## config.mk

```make
export PLATFORM = sky130hd
export DESIGN_NAME = dmx512_rdm_frame_receiver
export DESIGN_NICKNAME = d
export VERILOG_FILES = /design/src/rtl/core/drx_pkg.sv /design/src/rtl/core/dmx512_rdm_frame_receiver.sv /design/src/rtl/core/drx_in_stage.sv /design/src/rtl/core/drx_core.sv /design/src/rtl/core/drx_out_stage.sv
export SDC_FILE = /design/constraint.sdc
export NUM_CORES = 1
export LEC_CHECK = 0
export ABC_AREA = 1
export BUFFER_PORTS_ARGS = -buffer_cell sky130_fd_sc_hd__buf_2
export CORE_ASPECT_RATIO = 0.5
export CORE_UTILIZATION = 55
export CTS_CLUSTER_SIZE = 8
export DETAILED_ROUTE_END_ITERATION = 16
export GPL_ROUTABILITY_DRIVEN = 0
export GPL_TIMING_DRIVEN = 0
export PLACE_DENSITY = 0.78
export SLEW_MARGIN = 10
export SYNTH_ARGS = -nofsm -noshare
export SYNTH_HDL_FRONTEND = slang
export SYNTH_SLANG_ARGS = --single-unit
```

## constraint.sdc

```tcl
create_clock -name i_clk -period 18.3 [get_ports i_clk]
set_clock_uncertainty 0.05 [all_clocks]
set_input_delay 0.915 -clock i_clk [delete_from_list [all_inputs] [get_ports i_clk]]
set_output_delay 0.915 -clock i_clk [all_outputs]
set_load 0.01 [all_outputs]
```

## src/rtl/core/drx_pkg.sv

```systemverilog
// Package with the item types, phase codes and line constants of the DMX512/RDM receiver.
`default_nettype none

package drx_pkg;

    localparam logic [9:0] UNIVERSE_SLOTS   = 10'd512;
    localparam logic [9:0] RDM_BUFFER_BYTES = 10'd512;
    localparam int         UID_BYTES        = 6;

    localparam logic [7:0] START_DMX        = 8'h00;
    localparam logic [7:0] START_RDM        = 8'hCC;
    localparam logic [7:0] SUB_START_RDM    = 8'h01;
    localparam logic [7:0] DISC_PREAMBLE    = 8'hFE;
    localparam logic [7:0] DISC_DELIMITER   = 8'hAA;
    localparam logic [7:0] MIN_GAP_RESET    = 8'd44;
    localparam logic [3:0] DISC_UID_COUNT   = 4'(2 * UID_BYTES);
    localparam logic [3:0] DISC_SUM_COUNT   = 4'd4;

    localparam logic       OP_BYTE          = 1'b0;
    localparam logic       OP_TICK          = 1'b1;
    localparam logic       TARGET_DMX       = 1'b0;
    localparam logic       TARGET_RDM       = 1'b1;

    typedef enum logic [1:0] {
        EV_NONE      = 2'd0,
        EV_DMX_DONE  = 2'd1,
        EV_RDM_OK    = 2'd2,
        EV_DISC_OK   = 2'd3
    } t_event;

    typedef enum logic [3:0] {
        PH_IDLE  = 4'd0,
        PH_BREAK = 4'd1,
        PH_DMX   = 4'd2,
        PH_RDM   = 4'd3,
        PH_SUMH  = 4'd4,
        PH_SUML  = 4'd5,
        PH_DPRE  = 4'd6,
        PH_DUID  = 4'd7,
        PH_DSUM  = 4'd8
    } t_phase;

    typedef struct packed {
        logic        operation;
        logic        line_break;
        logic [7:0]  rx_byte;
        logic [31:0] time_us;
    } t_item;

    typedef struct packed {
        logic        write_enable;
        logic        write_target;
        logic [9:0]  write_index;
        logic [7:0]  write_byte;
        t_event      frame_event;
        logic [9:0]  slot_count;
        logic [31:0] slot_gap_us;
        logic [31:0] break_to_break_us;
        t_phase      receive_phase;
        logic [31:0] dmx_frames_seen;
        logic [31:0] rdm_frames_seen;
    } t_result;

endpackage

`default_nettype wire

```

## src/rtl/core/dmx512_rdm_frame_receiver.sv

```systemverilog
// Top level of the DMX512/RDM frame receiver: stream ports, input and result registers.
//
//  Channel   Direction  Payload
//  s_axis    in         tdata = rx_byte, time_us; tuser = operation, line_break
//  m_axis    out        tdata = write/frame fields; tuser = write_enable, target, event
//  cfg       in         i_cfg_we, i_cfg_wdata = min_slot_gap_us
//
// Each item is registered on input, processed by combinational step logic and its
// result is registered on output, so one item per cycle is sustained while results
// are taken on m_axis without a stall. Synchronous active-low reset returns the receiver
// to idle with all counters and times at zero and the minimum slot gap at 44 us.
// A stalled result holds the result register; one further item waits in the input
// register before s_axis_tready falls.
`default_nettype none

module dmx512_rdm_frame_receiver (
    input  wire logic         i_clk,
    input  wire logic         i_rst_n,
    input  wire logic         i_cfg_we,
    input  wire logic [7:0]   i_cfg_wdata,
    input  wire logic         s_axis_tvalid,
    output logic              s_axis_tready,
    // rx_byte [7:0], time_us [39:8]
    input  wire logic [39:0]  s_axis_tdata,
    // operation [0], line_break [1]
    input  wire logic [1:0]   s_axis_tuser,
    output logic              m_axis_tvalid,
    input  wire logic         m_axis_tready,
    // write_index [9:0], write_byte [17:10], slot_count [27:18], slot_gap_us [59:28],
    // break_to_break_us [91:60], receive_phase [95:92], dmx_frames_seen [127:96],
    // rdm_frames_seen [159:128]
    output logic [159:0]      m_axis_tdata,
    // write_enable [0], write_target [1], frame_event [3:2]
    output logic [3:0]        m_axis_tuser
);
    import drx_pkg::*;

    t_item   in_item;
    t_item   core_item;
    logic    core_valid;
    logic    out_can_load;
    logic    advance;
    t_result core_result;
    t_result out_result;

    assign in_item.operation  = s_axis_tuser[0];
    assign in_item.line_break = s_axis_tuser[1];
    assign in_item.rx_byte    = s_axis_tdata[7:0];
    assign in_item.time_us    = s_axis_tdata[39:8];

    assign advance = core_valid && out_can_load;

    drx_in_stage u_in (
        .i_clk     (i_clk),
        .i_rst_n   (i_rst_n),
        .i_valid   (s_axis_tvalid),
        .o_ready   (s_axis_tready),
        .i_item    (in_item),
        .i_advance (advance),
        .o_valid   (core_valid),
        .o_item    (core_item)
    );

    drx_core u_core (
        .i_clk       (i_clk),
        .i_rst_n     (i_rst_n),
        .i_cfg_we    (i_cfg_we),
        .i_cfg_wdata (i_cfg_wdata),
        .i_commit    (advance),
        .i_item      (core_item),
        .o_result    (core_result)
    );

    drx_out_stage u_out (
        .i_clk      (i_clk),
        .i_rst_n    (i_rst_n),
        .i_load     (core_valid),
        .i_result   (core_result),
        .o_can_load (out_can_load),
        .o_valid    (m_axis_tvalid),
        .i_ready    (m_axis_tready),
        .o_result   (out_result)
    );

    assign m_axis_tdata = {out_result.rdm_frames_seen,
                           out_result.dmx_frames_seen,
                           out_result.receive_phase,
                           out_result.break_to_break_us,
                           out_result.slot_gap_us,
                           out_result.slot_count,
                           out_result.write_byte,
                           out_result.write_index};

    assign m_axis_tuser = {out_result.frame_event,
                           out_result.write_target,
                           out_result.write_enable};

endmodule

`default_nettype wire

```

## src/rtl/core/drx_in_stage.sv

```systemverilog
// Input register that holds one accepted item until the receiver core takes it.
`default_nettype none

module drx_in_stage (
    input  wire logic          i_clk,
    input  wire logic          i_rst_n,
    input  wire logic          i_valid,
    output logic               o_ready,
    input  wire drx_pkg::t_item i_item,
    input  wire logic          i_advance,
    output logic               o_valid,
    output drx_pkg::t_item     o_item
);
    import drx_pkg::*;

    logic  r_valid;
    t_item r_item;

    assign o_ready = !r_valid || i_advance;
    assign o_valid = r_valid;
    assign o_item  = r_item;

    always_ff @(posedge i_clk) begin
        if (!i_rst_n) begin
            r_valid <= 1'b0;
        end else if (o_ready) begin
            r_valid <= i_valid;
        end
    end

    always_ff @(posedge i_clk) begin
        if (o_ready && i_valid) begin
            r_item <= i_item;
        end
    end

endmodule

`default_nettype wire

```

## src/rtl/core/drx_core.sv

```systemverilog
// Receiver state and the single-pass step logic that turns one item into one result.
`default_nettype none

module drx_core (
    input  wire logic           i_clk,
    input  wire logic           i_rst_n,
    input  wire logic           i_cfg_we,
    input  wire logic [7:0]     i_cfg_wdata,
    input  wire logic           i_commit,
    input  wire drx_pkg::t_item i_item,
    output drx_pkg::t_result    o_result
);
    import drx_pkg::*;

    logic [7:0]  r_min_gap;
    t_phase      r_phase,             n_phase;
    logic [9:0]  r_byte_pos,          n_byte_pos;
    logic [15:0] r_rdm_sum,           n_rdm_sum;
    logic [7:0]  r_rdm_length,        n_rdm_length;
    logic [7:0]  r_rdm_sub_start,     n_rdm_sub_start;
    logic [3:0]  r_disc_count,        n_disc_count;
    logic [31:0] r_last_byte_time,    n_last_byte_time;
    logic [31:0] r_latest_break,      n_latest_break;
    logic [31:0] r_prior_break,       n_prior_break;
    logic        r_prior_was_dmx,     n_prior_was_dmx;
    logic [31:0] r_current_gap,       n_current_gap;
    logic [31:0] r_current_break_gap, n_current_break_gap;
    logic [31:0] r_dmx_count,         n_dmx_count;
    logic [31:0] r_rdm_count,         n_rdm_count;

    logic [31:0] elapsed;
    logic [31:0] min_gap_wide;
    logic [31:0] dmx_gap;
    logic        put_ok;
    logic [9:0]  pos_inc;
    logic [9:0]  dmx_pos;
    logic [7:0]  length_new;
    logic [15:0] sum_low;
    logic [3:0]  disc_inc;
    logic [7:0]  b;

    logic        w_en;
    logic        w_target;
    logic [9:0]  w_index;
    logic [7:0]  w_byte;
    t_event      ev;
    logic [9:0]  slots;

    assign b            = i_item.rx_byte;
    assign elapsed      = i_item.time_us - r_last_byte_time;
    assign min_gap_wide = {24'd0, r_min_gap};
    assign dmx_gap      = (elapsed < min_gap_wide) ? min_gap_wide : elapsed;
    assign put_ok       = r_byte_pos < RDM_BUFFER_BYTES;
    assign pos_inc      = r_byte_pos + 10'd1;
    assign dmx_pos      = (r_byte_pos <= UNIVERSE_SLOTS) ? pos_inc : r_byte_pos;
    assign length_new   = (r_byte_pos == 10'd2) ? b : r_rdm_length;
    assign sum_low      = r_rdm_sum - {8'd0, b};
    assign disc_inc     = r_disc_count + 4'd1;

    always_comb begin
        n_phase             = r_phase;
        n_byte_pos          = r_byte_pos;
        n_rdm_sum           = r_rdm_sum;
        n_rdm_length        = r_rdm_length;
        n_rdm_sub_start     = r_rdm_sub_start;
        n_disc_count        = r_disc_count;
        n_last_byte_time    = r_last_byte_time;
        n_latest_break      = r_latest_break;
        n_prior_break       = r_prior_break;
        n_prior_was_dmx     = r_prior_was_dmx;
        n_current_gap       = r_current_gap;
        n_current_break_gap = r_current_break_gap;
        n_dmx_count         = r_dmx_count;
        n_rdm_count         = r_rdm_count;
        w_en                = 1'b0;
        w_target            = TARGET_DMX;
        w_index             = 10'd0;
        w_byte              = 8'd0;
        ev                  = EV_NONE;
        slots               = 10'd0;

        if (i_item.operation == OP_BYTE) begin
            n_last_byte_time = i_item.time_us;
            if (i_item.line_break) begin
                n_phase        = PH_BREAK;
                n_latest_break = i_item.time_us;
            end else begin
                unique case (r_phase)
                    PH_IDLE: begin
                        if (b == DISC_PREAMBLE) begin
                            n_phase    = PH_DPRE;
                            w_en       = 1'b1;
                            w_target   = TARGET_RDM;
                            w_byte     = DISC_PREAMBLE;
                            n_byte_pos = 10'd1;
                        end
                    end
                    PH_BREAK: begin
                        if (b == START_DMX) begin
                            n_phase             = PH_DMX;
                            w_en                = 1'b1;
                            w_target            = TARGET_DMX;
                            n_byte_pos          = 10'd1;
                            n_dmx_count         = r_dmx_count + 32'd1;
                            n_current_break_gap = r_prior_was_dmx ?
                                                  (r_latest_break - r_prior_break) : 32'd0;
                            n_prior_was_dmx     = 1'b1;
                            n_prior_break       = r_latest_break;
                        end else if (b == START_RDM) begin
                            n_phase         = PH_RDM;
                            w_en            = 1'b1;
                            w_target        = TARGET_RDM;
                            w_byte          = START_RDM;
                            n_rdm_sum       = {8'd0, START_RDM};
                            n_rdm_length    = 8'd0;
                            n_rdm_sub_start = 8'd0;
                            n_byte_pos      = 10'd1;
                            n_rdm_count     = r_rdm_count + 32'd1;
                            n_prior_was_dmx = 1'b0;
                        end else begin
                            n_phase         = PH_IDLE;
                            n_prior_was_dmx = 1'b0;
                        end
                    end
                    PH_DMX: begin
                        n_current_gap = dmx_gap;
                        if (r_byte_pos <= UNIVERSE_SLOTS) begin
                            w_en       = 1'b1;
                            w_target   = TARGET_DMX;
                            w_index    = r_byte_pos;
                            w_byte     = b;
                            n_byte_pos = pos_inc;
                        end
                        if (dmx_pos > UNIVERSE_SLOTS) begin
                            n_phase = PH_IDLE;
                            ev      = EV_DMX_DONE;
                            slots   = UNIVERSE_SLOTS;
                        end
                    end
                    PH_RDM: begin
                        if (r_byte_pos == 10'd1) begin
                            n_rdm_sub_start = b;
                        end
                        n_rdm_length = length_new;
                        if (put_ok) begin
                            w_en       = 1'b1;
                            w_target   = TARGET_RDM;
                            w_index    = r_byte_pos;
                            w_byte     = b;
                            n_byte_pos = pos_inc;
                            n_rdm_sum  = r_rdm_sum + {8'd0, b};
                            if (pos_inc >= 10'd3 && pos_inc == {2'd0, length_new}) begin
                                n_phase = PH_SUMH;
                            end
                        end else begin
                            n_phase = PH_IDLE;
                        end
                    end
                    PH_SUMH: begin
                        if (put_ok) begin
                            w_en       = 1'b1;
                            w_target   = TARGET_RDM;
                            w_index    = r_byte_pos;
                            w_byte     = b;
                            n_byte_pos = pos_inc;
                            n_rdm_sum  = r_rdm_sum - {b, 8'd0};
                            n_phase    = PH_SUML;
                        end else begin
                            n_phase = PH_IDLE;
                        end
                    end
                    PH_SUML: begin
                        n_phase = PH_IDLE;
                        if (put_ok) begin
                            w_en       = 1'b1;
                            w_target   = TARGET_RDM;
                            w_index    = r_byte_pos;
                            w_byte     = b;
                            n_byte_pos = pos_inc;
                            n_rdm_sum  = sum_low;
                            if (sum_low == 16'd0 && r_rdm_sub_start == SUB_START_RDM) begin
                                ev = EV_RDM_OK;
                            end
                        end
                    end
                    PH_DPRE: begin
                        if (b == DISC_PREAMBLE || b == DISC_DELIMITER) begin
                            if (put_ok) begin
                                w_en       = 1'b1;
                                w_target   = TARGET_RDM;
                                w_index    = r_byte_pos;
                                w_byte     = b;
                                n_byte_pos = pos_inc;
                                if (b == DISC_DELIMITER) begin
                                    n_phase      = PH_DUID;
                                    n_disc_count = 4'd0;
                                end
                            end else begin
                                n_phase = PH_IDLE;
                            end
                        end else begin
                            n_phase = PH_IDLE;
                        end
                    end
                    PH_DUID: begin
                        if (put_ok) begin
                            w_en         = 1'b1;
                            w_target     = TARGET_RDM;
                            w_index      = r_byte_pos;
                            w_byte       = b;
                            n_byte_pos   = pos_inc;
                            n_disc_count = disc_inc;
                            if (disc_inc == DISC_UID_COUNT) begin
                                n_phase      = PH_DSUM;
                                n_disc_count = 4'd0;
                            end
                        end else begin
                            n_phase = PH_IDLE;
                        end
                    end
                    PH_DSUM: begin
                        if (put_ok) begin
                            w_en         = 1'b1;
                            w_target     = TARGET_RDM;
                            w_index      = r_byte_pos;
                            w_byte       = b;
                            n_byte_pos   = pos_inc;
                            n_disc_count = disc_inc;
                            if (disc_inc == DISC_SUM_COUNT) begin
                                ev      = EV_DISC_OK;
                                n_phase = PH_IDLE;
                            end
                        end else begin
                            n_phase = PH_IDLE;
                        end
                    end
                    default: begin
                    end
                endcase
            end
        end else if (r_phase == PH_DMX && elapsed > r_current_gap) begin
            n_phase = PH_IDLE;
            ev      = EV_DMX_DONE;
            slots   = (r_byte_pos != 10'd0) ? (r_byte_pos - 10'd1) : 10'd0;
        end
    end

    always_comb begin
        o_result.write_enable      = w_en;
        o_result.write_target      = w_target;
        o_result.write_index       = w_index;
        o_result.write_byte        = w_byte;
        o_result.frame_event       = ev;
        o_result.slot_count        = slots;
        o_result.slot_gap_us       = n_current_gap;
        o_result.break_to_break_us = n_current_break_gap;
        o_result.receive_phase     = n_phase;
        o_result.dmx_frames_seen   = n_dmx_count;
        o_result.rdm_frames_seen   = n_rdm_count;
    end

    always_ff @(posedge i_clk) begin
        if (!i_rst_n) begin
            r_min_gap           <= MIN_GAP_RESET;
            r_phase             <= PH_IDLE;
            r_byte_pos          <= 10'd0;
            r_rdm_sum           <= 16'd0;
            r_rdm_length        <= 8'd0;
            r_rdm_sub_start     <= 8'd0;
            r_disc_count        <= 4'd0;
            r_last_byte_time    <= 32'd0;
            r_latest_break      <= 32'd0;
            r_prior_break       <= 32'd0;
            r_prior_was_dmx     <= 1'b0;
            r_current_gap       <= 32'd0;
            r_current_break_gap <= 32'd0;
            r_dmx_count         <= 32'd0;
            r_rdm_count         <= 32'd0;
        end else begin
            if (i_cfg_we) begin
                r_min_gap <= i_cfg_wdata;
            end
            if (i_commit) begin
                r_phase             <= n_phase;
                r_byte_pos          <= n_byte_pos;
                r_rdm_sum           <= n_rdm_sum;
                r_rdm_length        <= n_rdm_length;
                r_rdm_sub_start     <= n_rdm_sub_start;
                r_disc_count        <= n_disc_count;
                r_last_byte_time    <= n_last_byte_time;
                r_latest_break      <= n_latest_break;
                r_prior_break       <= n_prior_break;
                r_prior_was_dmx     <= n_prior_was_dmx;
                r_current_gap       <= n_current_gap;
                r_current_break_gap <= n_current_break_gap;
                r_dmx_count         <= n_dmx_count;
                r_rdm_count         <= n_rdm_count;
            end
        end
    end

endmodule

`default_nettype wire

```

## src/rtl/core/drx_out_stage.sv

```systemverilog
// Result register that holds one result item until the downstream side takes it.
`default_nettype none

module drx_out_stage (
    input  wire logic             i_clk,
    input  wire logic             i_rst_n,
    input  wire logic             i_load,
    input  wire drx_pkg::t_result i_result,
    output logic                  o_can_load,
    output logic                  o_valid,
    input  wire logic             i_ready,
    output drx_pkg::t_result      o_result
);
    import drx_pkg::*;

    logic    r_valid;
    t_result r_result;

    assign o_can_load = !r_valid || i_ready;
    assign o_valid    = r_valid;
    assign o_result   = r_result;

    always_ff @(posedge i_clk) begin
        if (!i_rst_n) begin
            r_valid <= 1'b0;
        end else if (o_can_load) begin
            r_valid <= i_load;
        end
    end

    always_ff @(posedge i_clk) begin
        if (o_can_load && i_load) begin
            r_result <= i_result;
        end
    end

endmodule

`default_nettype wire
```

==> results.yml <==
run_status:
  outcome: "finished clean"
timing:
  setup_slack_ps: 13610
  relSlewSlack_pct: 30.3
  fmax_ghz: 0.213
  timing.final.hold_violations: 0
  final_max_slew_viol_count: 0
  tightest_slew_ps: 1050
  fin_crit_ps: 4690
  fin_crit_sh_pct: 25.6
  rsz0062_at_grt: "false"
  tns_ps: 0
  finalSetupViolCount: 0
synth:
  synthTopCellsByArea: "edfxtp_1, dfxtp_1, nand2_1, inv_1, a21oi_1"
  ys_seq_area_share_pct: 42.8
  synthesis.area_sq_um: 27800
  yosysTopAreaCell: "edfxtp_1"
  synthDistinctLibCells: 62
  ys_ff_latch: 491
  synthFlopType: "dfxtp_1"
  synth_top_area_share_pct: 22.3
  syn_area_per_cell_sq_um: 7.70
  yosysWarnings: 0
  synth-async-reset-ratio_pct: 0
  synth_edf_count: 206
  synth_fp_nets: 3806
  netlist_instances: 3611
grt:
  grt_pass1_vias: 24300
  grt_pass1_wl_microns: 127000
  grt-ovfl-total: 0
  grt_max_degree: 66
  antenna_found_initial: 0
  grtUsageTotal_pct: 31.4
placement:
  dp.final_hpwl_microns: 62200
  numPortBuffers: 219
  dp_slack_ps: 13740
  dp.cells: 4482
  placed_area_sq_um: 29800
clocking:
  cts_tree: "done"
  hold_buffers: 0
  clkTransAtPathRegs_ps: 50
  cts_setup_buffers: 0
  htree_levels: 3
  cts_sinks: 491
  clock_path_buffers: 3
  root_buffer: "clkbuf_16"
  cts_buffers: 71
  post_cts_resized: 0
  clock_latency_ps: 610
floorplan:
  die_x_microns: 320
  rows: 57
  ios: 221
  die_area_sq_um: 51500
  dieHeight_microns: 161
  start_util_pct: 56.5
  core_area_sq_um: 49200
finish:
  drive_gt1_share_pct: 11.0
  finalNetCount: 4101
  fin_cells: 4603
  syn_to_final_growth_pct: 14.6
  fin_util_pct: 64.7
  stdcell_area_sq_um: 31800
power_and_ir_drop:
  powerDensity_nw_per_um2: 91.0
  irDropWorstVdd_v: 0.0000716
  leakagePower_nw: 14.6
drt:
  ant_nets: 0
  wire_per_inst_microns: 17.9
  routed_wl_microns: 82600
  first_pass_iters: 8
  drt-vias-per-instance: 5.72
  num_vias: 26300
  route.detailed.drc: 0
  drtIter0Drc: 2967
setup_path:
  cp_max_fo: 10
  cp-end-kind: "flip-flop"
  critical_path_class: "reg2reg"
  startpoint_type: "flip-flop"
  worstPathArrival_ps: 5080
  worstPathRequired_ps: 18690
min_path:
  min_path_type: "reg2reg"
run:
  cap_violations: 0
==> path summary, 6_finish.rpt <==
path | startpoint | end | slack, ps | depth (start not counted)
worst max-delay path | u_in.o_item[0]$_DFFE_PP_ | u_out.o_result[141]$_DFFE_PP_ | 13610 | 23
worst min-delay path | u_core.r_last_byte_time[17]$_SDFFE_PN0P_ | u_core.r_last_byte_time[17]$_SDFFE_PN0P_ | 400 | 2
worst max register to register | u_in.o_item[0]$_DFFE_PP_ | u_out.o_result[141]$_DFFE_PP_ | 13610 | 23
worst min register to register | u_core.r_last_byte_time[17]$_SDFFE_PN0P_ | u_core.r_last_byte_time[17]$_SDFFE_PN0P_ | 400 | 2
==> synth_stat cells, types with 7 or more instances <==
library cell  number
dfxtp_1          285
nor4_1            16
nor3_1            48
inv_2             18
buf_2             17
o22ai_1           12
nand2_1          676
o21ai_1           12
o21a_1            20
a211oi_1          12
o211ai_1          14
nand3_1          206
nand2_2           18
nor2_1           280
inv_1            579
or2_2             11
xor2_1            92
o21ai_0          293
o221ai_1          20
clkinv_1           7
nand4_1           37
edfxtp_1         206
ha_1             135
clkbuf_1          92
nand3b_1          11
nor2_2            14
o21bai_1          12
a21oi_1          343
a31oi_1           13
xnor2_1           16
nor2_4            10
==> power breakdown <==
| part | internal, W | switching [W] |
|---|---|---|
| registers | 0.00120 | 0.0000336 |
| clock network | 0.000737 | 0.000493 |
| logic | 0.000140 | 0.000293 |
| total | 0.00208 | 0.000820 |
==> state kept, by name (all words and copies together), names as in the netlist, 10 cells and up <==
| signal | flops |
|---|---|
| u_core.r_byte_pos | 10 |
| u_core.r_current_break_gap | 32 |
| u_core.r_current_gap | 32 |
| u_core.r_dmx_count | 32 |
| u_core.r_last_byte_time | 32 |
| u_core.r_latest_break | 32 |
| u_core.r_prior_break | 32 |
| u_core.r_rdm_count | 32 |
| u_core.r_rdm_sum | 16 |
| u_in.o_item | 42 |
| u_out.o_result | 164 |
==> per-layer routing <==
layer  GRT usage [%]  vias up  routed length (microns)
met3            6.47      232                     8330
met5               0        -                        0
met4            15.2        0                     3840
met1            41.0    12200                    33400
li1                -    12500                        -
met2            50.0     1383                    37000
==> area by class of cell <==
class	instances	area, sq um
fill	4244	17400
multi-input combinational	2393	13100
sequential	491	11900
inverter	604	2270
clock buffer	112	1970
timing repair buffer	222	1170
tap	649	812
buffer	123	528
clock inverter	6	95.1
antenna	3	7.51
==> kinds of logic (layout without fill, tap and decap cells) <==
logic type                 Yosys count  after routing  share of synthesized area (%)
AOI/OAI and AO/OA                  787            787                           15.6
xor gates and xnor gates           108            108                           3.40
adders and majority gates          140            140                           6.44
buffers and inverters              727           1067                           10.0
DFF                                491            491                           42.8
muxes                                1              1                         0.0360
other                                0              3                              0
and+or+nand+nor                   1357           1357                           21.6
==> worst max-delay path, stage by stage (launching register included) <==
cell      delay [ps]
edfxtp_1         460
inv_1            120
ha_1             200
inv_1            130
fa_1             510
nand3_1          120
nand3_2          140
nand2_1          100
nand2_1           90
nand2_1          100
nand2_1          120
nand2_1           90
nand2_1          130
ha_1             330
nand2_1           70
nor4b_1          540
nand2_1          120
o211ai_1         130
nand2_1           80
nand2_1           70
nand2_1          140
nor2_1           200
nand2_1          270
o22ai_1          230
==> layout by cell type (no fill, tap or decap), types with 7 or more instances in the layout <==
cell       synthesis  final
nor2_1           280    280
a21oi_1          343    343
edfxtp_1         206    206
nor3_1            48     48
or2_2             11     11
o21ai_1           12     12
dfxtp_1          285    285
nor2_4            10     10
nor4_1            16     16
xnor2_1           16     16
a31oi_1           13     13
o21bai_1          12     12
o21a_1            20     20
o211ai_1          14     14
nand4_1           37     37
nor2_2            14     14
inv_1            579    578
nand2_2           18     18
o21ai_0          293    293
nand3_1          206    206
nand2_1          676    676
clkbuf_1          92    130
o22ai_1           12     12
inv_2             18     19
clkinv_1           7      7
clkbuf_16          0     73
buf_2             17    236
o221ai_1          20     20
ha_1             135    135
xor2_1            92     92
nand3b_1          11     11
a211oi_1          12     12
==> metrics by stage <==
step | total power [W] | hold WS [ps]
floorplan | 0.00154 | 383
global placement | 0.00166 | 393
detailed placement | 0.00167 | 400
CTS | 0.00289 | 407
global route | 0.00300 | 421
finish | 0.00290 | 404
No activity file was read; power rests on OpenSTA's default activity.
